===== src/design/grid_point_binning_unit_defines.svh =====
// Assertion helpers for the grid point binning unit
`ifndef GRID_POINT_BINNING_UNIT_DEFINES_SVH
`define GRID_POINT_BINNING_UNIT_DEFINES_SVH

// Implication checked in the same cycle
`define GPB_ASSERT_NOW(lbl, ante, cons) \
    lbl: assert property (@(posedge i_clk) disable iff (!i_rst_n) (ante) |-> (cons)) \
        else $error("grid binning check failed");

// Implication checked in the next cycle
`define GPB_ASSERT_NEXT(lbl, ante, cons) \
    lbl: assert property (@(posedge i_clk) disable iff (!i_rst_n) (ante) |=> (cons)) \
        else $error("grid binning check failed");

`endif


===== src/design/gpb_pkg.sv =====
package gpb_pkg;

    // Grid geometry and cell store sizing
    localparam int GRID_SIDE = 16;
    localparam int GRID_W    = $clog2(GRID_SIDE);
    localparam int STEP_W    = (GRID_W > 1) ? $clog2(GRID_W) : 1;
    localparam int NUM_CELLS = GRID_SIDE * GRID_SIDE;
    localparam int CELL_W    = 2 * GRID_W;
    localparam int CELL_CAP  = 64;
    localparam int SLOT_W    = $clog2(CELL_CAP);
    localparam int CNT_W     = $clog2(CELL_CAP + 1);
    localparam int CFG_IDX_W = 3;

    typedef enum logic [1:0] {
        FUNC_CLEAR  = 2'd0,
        FUNC_INSERT = 2'd1,
        FUNC_READ   = 2'd2,
        FUNC_NONE   = 2'd3
    } t_func;

    typedef enum logic [1:0] {
        ST_OK    = 2'd0,
        ST_SKIP  = 2'd1,
        ST_FULL  = 2'd2,
        ST_EMPTY = 2'd3
    } t_status;

    typedef enum logic [CFG_IDX_W-1:0] {
        CFG_ORIGIN_X    = 3'd0,
        CFG_ORIGIN_Y    = 3'd1,
        CFG_CELL_WIDTH  = 3'd2,
        CFG_CELL_HEIGHT = 3'd3,
        CFG_INVALID     = 3'd4
    } t_cfg_idx;

    typedef enum logic [3:0] {
        S_IDLE,
        S_CLEAR,
        S_CHECK,
        S_DIV_X,
        S_LOAD_Y,
        S_DIV_Y,
        S_CNT_RD,
        S_INS,
        S_RD_CHK,
        S_RD_CAP,
        S_OUT
    } t_state;

    // Commands from the controller to the datapath
    typedef struct packed {
        logic latch;
        logic zero;
        logic clr_cnt;
        logic skip;
        logic load_x;
        logic load_y;
        logic step;
        logic cnt_rd;
        logic ins;
        logic rd_chk;
        logic rd_cap;
    } t_dp_cmd;

    // Status from the datapath to the controller
    typedef struct packed {
        logic invalid;
        logic div_last;
        logic is_insert;
    } t_dp_status;

endpackage


===== src/design/gpb_ctrl.sv =====
module gpb_ctrl (
    input  logic                i_clk,
    input  logic                i_rst_n,
    input  logic                i_start,
    input  gpb_pkg::t_func      i_func,
    input  gpb_pkg::t_dp_status i_status,
    output gpb_pkg::t_dp_cmd    o_cmd,
    output logic                o_busy,
    output logic                o_valid
);

    gpb_pkg::t_state r_state;
    gpb_pkg::t_state n_state;

    // State register
    always_ff @(posedge i_clk) begin
        if (!i_rst_n) begin
            r_state <= gpb_pkg::S_IDLE;
        end else begin
            r_state <= n_state;
        end
    end

    // Next state and datapath commands
    always_comb begin
        n_state = r_state;
        o_cmd   = '0;
        unique case (r_state)
            gpb_pkg::S_IDLE: begin
                if (i_start) begin
                    o_cmd.latch = 1'b1;
                    unique case (i_func) inside
                        gpb_pkg::FUNC_CLEAR, gpb_pkg::FUNC_NONE: n_state = gpb_pkg::S_CLEAR;
                        gpb_pkg::FUNC_INSERT:                    n_state = gpb_pkg::S_CHECK;
                        gpb_pkg::FUNC_READ:                      n_state = gpb_pkg::S_CNT_RD;
                        default:                                 n_state = gpb_pkg::S_CLEAR;
                    endcase
                end
            end
            gpb_pkg::S_CLEAR: begin
                // func 3 gives the same all-zero result but keeps the counts
                o_cmd.zero    = 1'b1;
                o_cmd.clr_cnt = !i_status.is_insert;
                n_state       = gpb_pkg::S_OUT;
            end
            gpb_pkg::S_CHECK: begin
                if (i_status.invalid) begin
                    o_cmd.skip = 1'b1;
                    n_state    = gpb_pkg::S_OUT;
                end else begin
                    o_cmd.load_x = 1'b1;
                    n_state      = gpb_pkg::S_DIV_X;
                end
            end
            gpb_pkg::S_DIV_X: begin
                o_cmd.step = 1'b1;
                if (i_status.div_last) begin
                    n_state = gpb_pkg::S_LOAD_Y;
                end
            end
            gpb_pkg::S_LOAD_Y: begin
                o_cmd.load_y = 1'b1;
                n_state      = gpb_pkg::S_DIV_Y;
            end
            gpb_pkg::S_DIV_Y: begin
                o_cmd.step = 1'b1;
                if (i_status.div_last) begin
                    n_state = gpb_pkg::S_CNT_RD;
                end
            end
            gpb_pkg::S_CNT_RD: begin
                o_cmd.cnt_rd = 1'b1;
                n_state      = i_status.is_insert ? gpb_pkg::S_INS : gpb_pkg::S_RD_CHK;
            end
            gpb_pkg::S_INS: begin
                o_cmd.ins = 1'b1;
                n_state   = gpb_pkg::S_OUT;
            end
            gpb_pkg::S_RD_CHK: begin
                o_cmd.rd_chk = 1'b1;
                n_state      = gpb_pkg::S_RD_CAP;
            end
            gpb_pkg::S_RD_CAP: begin
                o_cmd.rd_cap = 1'b1;
                n_state      = gpb_pkg::S_OUT;
            end
            gpb_pkg::S_OUT: begin
                n_state = gpb_pkg::S_IDLE;
            end
            default: begin
                n_state = gpb_pkg::S_IDLE;
            end
        endcase
    end

    assign o_busy  = (r_state != gpb_pkg::S_IDLE);
    assign o_valid = (r_state == gpb_pkg::S_OUT);

endmodule


===== config.mk =====
export PLATFORM = sky130hd
export DESIGN_NAME = gpb_ctrl
export DESIGN_NICKNAME = d
export VERILOG_FILES = /design/src/design/grid_point_binning_unit_defines.svh /design/src/design/gpb_pkg.sv /design/src/design/gpb_ctrl.sv
export SDC_FILE = /design/constraint.sdc
export NUM_CORES = 1
export LEC_CHECK = 0
export BUFFER_PORTS_ARGS = -buffer_cell sky130_fd_sc_hd__buf_2
export CORE_AREA = 2 2 39 41
export CTS_CLUSTER_SIZE = 8
export DETAILED_ROUTE_END_ITERATION = 8
export DIE_AREA = 0 0 41 43
export PLACE_DENSITY = 0.62
export SETUP_SLACK_MARGIN = 0.4
export SLEW_MARGIN = 40
export SYNTH_ARGS = -nofsm -noshare
export SYNTH_HDL_FRONTEND = slang
export SYNTH_SLANG_ARGS = --single-unit

===== constraint.sdc =====
create_clock -name i_clk -period 1.8 [get_ports i_clk]
set_clock_uncertainty 0.1 [all_clocks]
set_input_delay 0.09 -clock i_clk [delete_from_list [all_inputs] [get_ports i_clk]]
set_output_delay 0.09 -clock i_clk [all_outputs]
set_load 0.005 [all_outputs]

* Yosys cells after proc, flatten, opt, wreduce, memory -nomap -nowiden *
Cells that the tools add are included.

storage, ports and cells
  register bits after elaboration = 4

cells by class
  mux-type cells = 19
  reductions and logical operators = 6
  equality and inequality tests = 15

operators with widths
  cell                                                                    count
  4-bit case mux with 8 select lines                                      1
  4-bit two-way mux                                                       5
  4-bit by 3-bit equality test with 1-bit output (second input constant)  4
  4-bit equality test (second input constant)                             3
  1-bit two-way mux                                                       10
  4-bit by 2-bit equality test with 1-bit output (second input constant)  2
  2-bit inequality test (second input constant)                           3
  3-bit case mux with 2 select lines                                      1
  4-bit by 1-bit equality test with 1-bit output (second input constant)  1
  4-bit logical NOT                                                       1
  2-bit two-way mux                                                       2
  4-bit nonzero test                                                      1
  3-bit AND reduction                                                     1
  3-bit OR reduction                                                      1
  2-bit by 1-bit equality test with 1-bit output (second input constant)  1
  2-bit equality test (second input constant)                             1
  2-bit OR reduction                                                      1
  1-bit logical NOT                                                       1

* Longest topological paths before layout *
Gate-level depths: netlist of run 1.

  word-level depth = 4
  mapped depth = 6

* Worst setup path before layout of run 1 *
OpenSTA, ideal clock, no wires.

  path type = reg-to-reg
  start = register r_state[2]
  end = register r_state[1]
  slack = 0.299 ns
  path buffers = 1
  cell stages (with the launch flop) = 6
  arrival = 1.315 ns
  clock period less this slack = 1.501 ns
  required time = 1.614 ns
  cell sequence = dfxtp_1 > or2_1 > buf_6 > or3_4 > o21a_1 > a221oi_2

between the ends
  word-level cells in the longest chain between the ends = 3
  elaborated cells on any way between the ends = 16
  classes of those cells = eq/ne: 12; mux: 1; reduce/logical: 3

RTL lines
  element                                                                              RTL line        source
  start, declared                                                                      gpb_ctrl.sv:12  gpb_pkg::t_state r_state;
  start signal, assigned                                                               gpb_ctrl.sv:18  r_state <= gpb_pkg::S_IDLE;
  start signal, assigned                                                               gpb_ctrl.sv:20  r_state <= n_state;
  4-bit equality test (tied with other cells)                                          gpb_ctrl.sv:28  unique case (r_state)
  3-bit OR reduction (no source line) / 2-bit inequality test (equally long branches)  --
  4-bit case mux with 8 select lines / 3-bit AND reduction (equally long branches)     --

Several ways; a longest one is shown, not always the timed one.
A chain may end at the register's enable or synchronous reset.

* Final worst setup path of run 1 *
Same ends and word-level chain as after synthesis.

==> metrics.md, run 1 <==
| Metric | Value |
|---|---|
| I/O Buffers | `20` |
| HP Class | `in2reg` |
| Row count | `14` |
| YS warnings | `0` |
| Max-Cap Viols | `0` |
| Post-Syn Area | `500 µm²` |
| Mapped Cells | `72` |
| CP cell instances | `or2_4 -> or3_4 -> o21a_1 -> a221oi_2` |
| Relative slew slack | `0.817` |
| Yosys top cell by area | `dfxtp_1` |
| Crit path max fanout | `6` |
| M3 GR Usage | `0.0157` |
| GP Congestion | `0.816` |
| Req. time, crit path | `1.84 ns` |
| Fmax | `0.680 GHz` |
| Syn_nets | `81` |
| Worst Hold Depth | `3` |
| Lkg Pwr | `0.000346 µW` |
| DRT iter0 DRCs | `15` |
| Die area | `1760 µm²` |
| CP max stage delay | `0.35 ns` |
| Drt wl/cell | `12.5 µm` |
| Period utilization | `0.817` |
| RR Endpoint | `r_state[1]` |
| Placed Area | `598 µm²` |
| CP startpoint kind | `flip-flop` |
| First-pass GRT wire length | `2030 µm` |
| Io pins | `21` |
| Worst-case reg-to-reg path depth | `4` |
| Vias/cell | `5.21` |
| Starting Density | `0.362` |
| Antenna Cells | `0` |
| Hold_sp | `i_status[1]` |
| Cts bufs inserted | `3` |
| Buf/Inv on CP | `0` |
| Detail Route Antenna Nets | `0` |
| Top-area cell type share of the netlist area | `0.160` |
| Antenna violations before repair | `0` |
| Design area | `761 µm²` |
| RSZ-0062 raised after global routing | `yes` |
| Post-DP HPWL | `964 µm` |
| Crit path kind | `reg2reg` |
| Layout cells sized above 1 | `0.536` |
| #FFs+latches synth | `4` |
| Reg clk slew, reported paths | `0.04 ns` |
| Final hold violations | `0` |
| GR Util met1 | `0.209` |
| Total congestion overflow | `0` |
| Vias post-DR | `589` |
| Max Buffers Root-to-Sink | `2` |
| Max VDD drop | `654 µV` |
| Most Crowded Layer GR | `met2` |
| Clock root cell | `clkbuf_4` |
| GRT met2 Usage | `0.247` |
| H-tree levels | `1` |
| Core Area | `1380 µm²` |
| Commonest cells after routing, fill and taps aside | `buf_2, nor2_1` |
| Final Slew Violations | `0` |
| Commonest non-fill, non-tap cell in the layout | `buf_2` |
| Slowest cell on crit path | `dfxtp_4` |
| Layout area overhead | `52.0%` |
| Power Dens Cells | `1720 nW/µm²` |
| R2r setup slk | `0.33 ns` |
| Total GRT Usage | `0.164` |
| CTS tree | `yes` |
| Die X | `41 µm` |
| Number of global-route vias before repair | `500` |
| Fin Setup TNS | `0 ns` |
| Drt drc | `0` |
| Endpoints failing setup | `0` |
| R2R Path Start | `r_state[2]` |
| Post-Syn Area per Cell | `6.95 µm²` |
| CP top delay family | `simple AND/OR/NAND/NOR gates` |
| Nets@finish | `108` |
| Unique masters post-synth | `33` |
| Detailed-router iteration count before antenna repair | `4` |
| Fill count | `135` |
| Min-Delay Endpoint | `r_state[0]` |
| Final Critical Period | `1.47 ns` |
| Crit path DAT | `1.51 ns` |
| Min Hold Slack | `0.141 ns` |
| Status | `complete, no violations` |
| Biggest regs | `r_state: 4 flops` |
| CP Capture Type | `flip-flop` |
| Worst Max-Slew Pin Slew | `0.272 ns` |
| Sequential fraction of the synthesis area | `0.160` |
| Clock latency on the worst-skew pair | `0.23 ns` |
| Area contributors post-synth | `dfxtp_1, nor2_1, nor3_1` |
| Max FFs per register | `4` |
| Biggest register | `r_state` |
| Die height | `43 µm` |
| # clock sinks | `4` |
| Largest net degree at the start of global routing | `13` |
| Detailed Route WL | `1410 µm` |
## cells in the mapped netlist
cell	number
o21a_1	2
and2_1	1
nor2b_1	2
clkbuf_1	2
o221ai_1	1
nand2b_1	5
dfxtp_1	4
o21ai_2	1
o22ai_1	1
a21oi_1	4
nand2_4	1
nand3_1	1
xnor2_1	1
o21ai_1	1
or2b_1	1
ha_1	1
a2bb2oi_1	1
nor3b_1	3
inv_1	4
a22oi_1	1
nor4b_1	1
or2_1	1
a211oi_1	2
a221oi_2	1
and3_1	1
nand2_1	2
or3_4	1
nor2_1	12
buf_6	3
buf_2	1
nor3_1	7
a31oi_1	1
o21ai_0	1
## per-layer routing
metal	vias up	wire length (µm)
li1	304	-
met1	266	624
met2	17	714
met3	2	46
met4	0	21
met5	-	0
## power breakdown
group          total [µW]  switching, µW  internal, µW  leakage [µW]
combinational         965            484           481      0.000297
clock                 108           33.3          74.4     0.0000138
sequential            233           86.2           147     0.0000350
## cell type report
| type | instances | area, µm² | share of cell area |
|---|---|---|---|
| Clock buffer | 3 | 22.5 | 0.0296 |
| Inverter | 4 | 15.0 | 0.0197 |
| Sequential cell | 4 | 90.1 | 0.118 |
| Multi-Input combinational cell | 58 | 430 | 0.566 |
| Tap cell | 16 | 20.0 | 0.0263 |
| Timing Repair Buffer | 28 | 183 | 0.240 |
## stage by stage
stage                     utilization  setup slack [ns]  cells  total power, µW
after floorplan                     -             0.347     72              778
after global placement          0.432             0.296    105              933
after detailed placement        0.432             0.257    105              926
after CTS                       0.499             0.321    111             1170
after global routing            0.550             0.279    113             1430
final                           0.550             0.329    113             1310
## how the worst max path moves through the flow
stage	endpoint	start	slack [ns]	cells past startpoint
2_1_floorplan	r_state[1]	r_state[3]	0.35	5
3_3_place_gp	r_state[1]	r_state[2]	0.30	4
3_5_place_dp	r_state[1]	r_state[2]	0.26	4
4_1_cts	r_state[1]	r_state[2]	0.32	4
5_1_grt	o_cmd[6]	r_state[0]	0.28	4
6_report	r_state[1]	r_state[2]	0.33	4
## worst register-to-register path: stages, from the launching register on
cell,delay [ns]
dfxtp_4,0.35
or2_4,0.27
or3_4,0.34
o21a_1,0.12
a221oi_2,0.20
## timing repair
action / CTS / global route
buffers inserted: 2 / 2
setup endpoints to repair: 14 / 15
gates resized for setup: 13 / 10
endpoints found under the hold margin: 1 / 0
hold buffers: 1 / 0
pin swaps: 1 / 3
## logic make-up (layout without fill, tap and decap cells)
logic type	count (synthesis)	count (layout)	synth area share
buffers and inverters	10	35	0.122
adder cells (fa/ha/maj)	1	1	0.0250
AO/OA/AOI/OAI	17	17	0.242
flip-flops	4	4	0.160
AND/OR/NAND/NOR	39	39	0.433
XOR/XNOR	1	1	0.0175
(Power assumes the default switching activity.)
==> run 2: changes to the inputs <==
Settings changed: PLACE_DENSITY 0.62 to 0.65.
Clock period 1.8 ns to 1.25 ns, I/O delays scaled along.
==> metrics.md, run 2 (synthesized netlist as in run 1, its figures left out) <==
| Metric | Value |
|---|---|
| Status | `finished, violations left` |
| Failing checks | `setup timing` |
| Final Slew Violations | `0 (unchanged)` |
| Sequential group share of total power | `0.141 (-0.038)` |
| Biggest register | `r_state` |
| HP Class | `in2reg` |
| Die height | `43 µm (unchanged)` |
| Crit path DAT | `1.50 ns (about the same)` |
| Core Util, Final | `0.695 (+0.146)` |
| Antenna Cells | `0 (unchanged)` |
| Die X | `41 µm (unchanged)` |
| Commonest cells after routing, fill and taps aside | `buf_2, buf_6, buf_4` |
| Die area | `1760 µm² (unchanged)` |
| R2R Path Start | `r_state[2]` |
| Clock share of power | `0.067 (-0.015)` |
| Clock latency on the worst-skew pair | `0.24 ns (about the same)` |
| Final hold violations | `0 (unchanged)` |
| RR Endpoint | `r_state[1]` |
| Biggest regs | `r_state: 4 flops` |
| Vias post-DR | `689 (+17%)` |
| Slowest cell on crit path | `dfxtp_4` |
| Cts bufs inserted | `3 (unchanged)` |
| CP top delay family | `simple AND/OR/NAND/NOR gates` |
| Switch share | `0.448 (-0.0148)` |
| Core Area | `1380 µm² (unchanged)` |
| Period utilization | `1.17 (+0.350)` |
| Reg area | `92.6 µm² (+2.8%)` |
| CTS tree | `yes` |
| Fill count | `107 (-21%)` |
| Vias/cell | `5.51 (+5.7%)` |
| Layout cells sized above 1 | `0.706 (+0.170)` |
| CP Capture Type | `flip-flop` |
| Min-Delay Endpoint | `r_state[0]` |
| Nets@finish | `120 (+11%)` |
| Layout area overhead | `92.3%` |
| Final Critical Period | `1.46 ns (-0.0118 ns)` |
| Largest net degree at the start of global routing | `12 (-1)` |
| Total GRT Usage | `0.192 (+0.0279)` |
| First-pass GRT wire length | `2350 µm (+16%)` |
| Number of global-route vias before repair | `582 (+16%)` |
| Final WS setup | `-0.210 ns (-0.538 ns)` |
| Max Buffers Root-to-Sink | `2 (unchanged)` |
| Worst-case reg-to-reg path depth | `4 (unchanged)` |
| Io pins | `21 (unchanged)` |
| DRT iter0 DRCs | `15 (unchanged)` |
| Fmax | `0.685 GHz (+0.81%)` |
| # clock sinks | `4 (unchanged)` |
| Req. time, crit path | `1.29 ns (-0.55 ns)` |
| Post-DP HPWL | `1150 µm (+19%)` |
| Max FFs per register | `4 (unchanged)` |
| Multi-input gate area | `508 µm² (+18%)` |
| Starting Density | `0.362 (unchanged)` |
| Buf/Inv on CP | `0 (unchanged)` |
| CP cell instances | `or2_4 -> or3_4 -> o21a_1 -> a221oi_2` |
| Antenna violations before repair | `0 (unchanged)` |
| Worst Max-Slew Pin Slew | `0.353 ns (+0.0813 ns)` |
| Relative slew slack | `0.763 (-0.0546)` |
| H-tree levels | `1 (unchanged)` |
| Non-filler cells in the finished layout | `125 (+11%)` |
| Max VDD drop | `1170 µV (+79%)` |
| Commonest non-fill, non-tap cell in the layout | `buf_2` |
| Endpoints failing setup | `17 (+17)` |
| CP max stage delay | `0.35 ns (about the same)` |
| Worst Hold Depth | `3 (unchanged)` |
| Detailed-router iteration count before antenna repair | `4 (unchanged)` |
| RSZ-0062 raised after global routing | `yes` |
| Lkg Pwr | `0.000435 µW (+26%)` |
| Drt wl/cell | `14.2 µm (+14%)` |
| Max-Cap Viols | `0 (unchanged)` |
| Power Dens Cells | `2580 nW/µm² (+51%)` |
| R2r setup slk | `-0.21 ns (-0.54 ns)` |
| Inst Count DP | `117 (+11%)` |
| Row count | `14 (unchanged)` |
| Logic pwr share | `0.792 (+0.053)` |
| Crit path kind | `reg2reg` |
| GP Congestion | `0.894 (+9.5%)` |
| Detail Route Antenna Nets | `0 (unchanged)` |
| Detailed Route WL | `1780 µm (+27%)` |
| Drt drc | `0 (unchanged)` |
| Total congestion overflow | `0 (unchanged)` |
| Reg clk slew, reported paths | `0.04 ns (about the same)` |
| I/O Buffers | `20 (unchanged)` |
| P_sw | `1110 µW (+84%)` |
| Pint | `1370 µW (+96%)` |
| Crit path max fanout | `5 (-1)` |
| CP startpoint kind | `flip-flop` |
| Clock root cell | `clkbuf_4` |
| Hold_sp | `i_rst_n` |
-- run 2: cell count changes in the layout (fill, tap and decap cells not counted), moves of 2 or more --
cell,previous run,this run
buf_6,2,13
nor2_1,10,6
nor3_2,2,6
buf_4,4,7
nor2_4,1,4
nor3_1,4,1
nand2b_1,4,2
nand2b_4,1,3
nor3b_4,0,2
-- run 2: worst max path at each step --
stage | start | endpoint | depth (start not counted)
floorplan | r_state[3] | r_state[1] | 5
global placement | r_state[2] | r_state[1] | 4
detailed placement | r_state[1] | r_state[1] | 4
CTS | r_state[2] | r_state[1] | 4
global route | r_state[2] | r_state[1] | 5
finish | r_state[2] | r_state[1] | 4
-- run 2: layout make-up --
type / count / share of cell area
flip-flops and latches: 4 / 0.0962
inverters: 4 / 0.0156
well taps: 16 / 0.0208
multi-input cells: 58 / 0.528
repair buffers: 40 / 0.316
clock buffers: 3 / 0.0234
-- run 2: repair_timing --
action	4_1_cts	5_1_grt
pin swaps	0	5
setup endpoints to repair	17	17
setup buffers	0	4
hold endpoints to repair	1	0
gates resized for setup	9	38
hold buffers	1	0
-- run 2: tightest hold or removal path, delay by kind of cell --
family	cells	cell delay [ns]
AOI/OAI and AO/OA	1	0.05
buffers and inverters	2	0.21
-- run 2: per-layer routing --
layer,wire [µm],vias to the layer above,global-route usage
met2,944,34,0.306
met1,721,327,0.244
met3,103,3,0.0314
met5,0,-,0
met4,10,0,0.0733
li1,-,325,-
-- run 2: through the flow --
step	setup WS (ns)	cell area [µm²]	TNS, ns	hold slack, ns	power, µW
after detailed placement	-0.214	714	-0.457	0.212	1630
final	-0.210	962	-1.52	0.0192	2490
after global placement	-0.189	714	-0.355	0.210	1610
after CTS	-0.204	776	-1.68	0.00797	1910
after global routing	-0.274	962	-2.55	0.0204	2680
after floorplan	-0.203	538	-0.246	0.0615	1220
-- run 2: power by group through the flow --
stage	clock, µW	combinational (µW)	sequential, µW
2_1_floorplan	0	969	247
3_3_place_gp	0	1310	293
3_5_place_dp	0	1330	301
4_1_cts	171	1410	323
5_1_grt	180	2140	361
6_report	166	1970	351
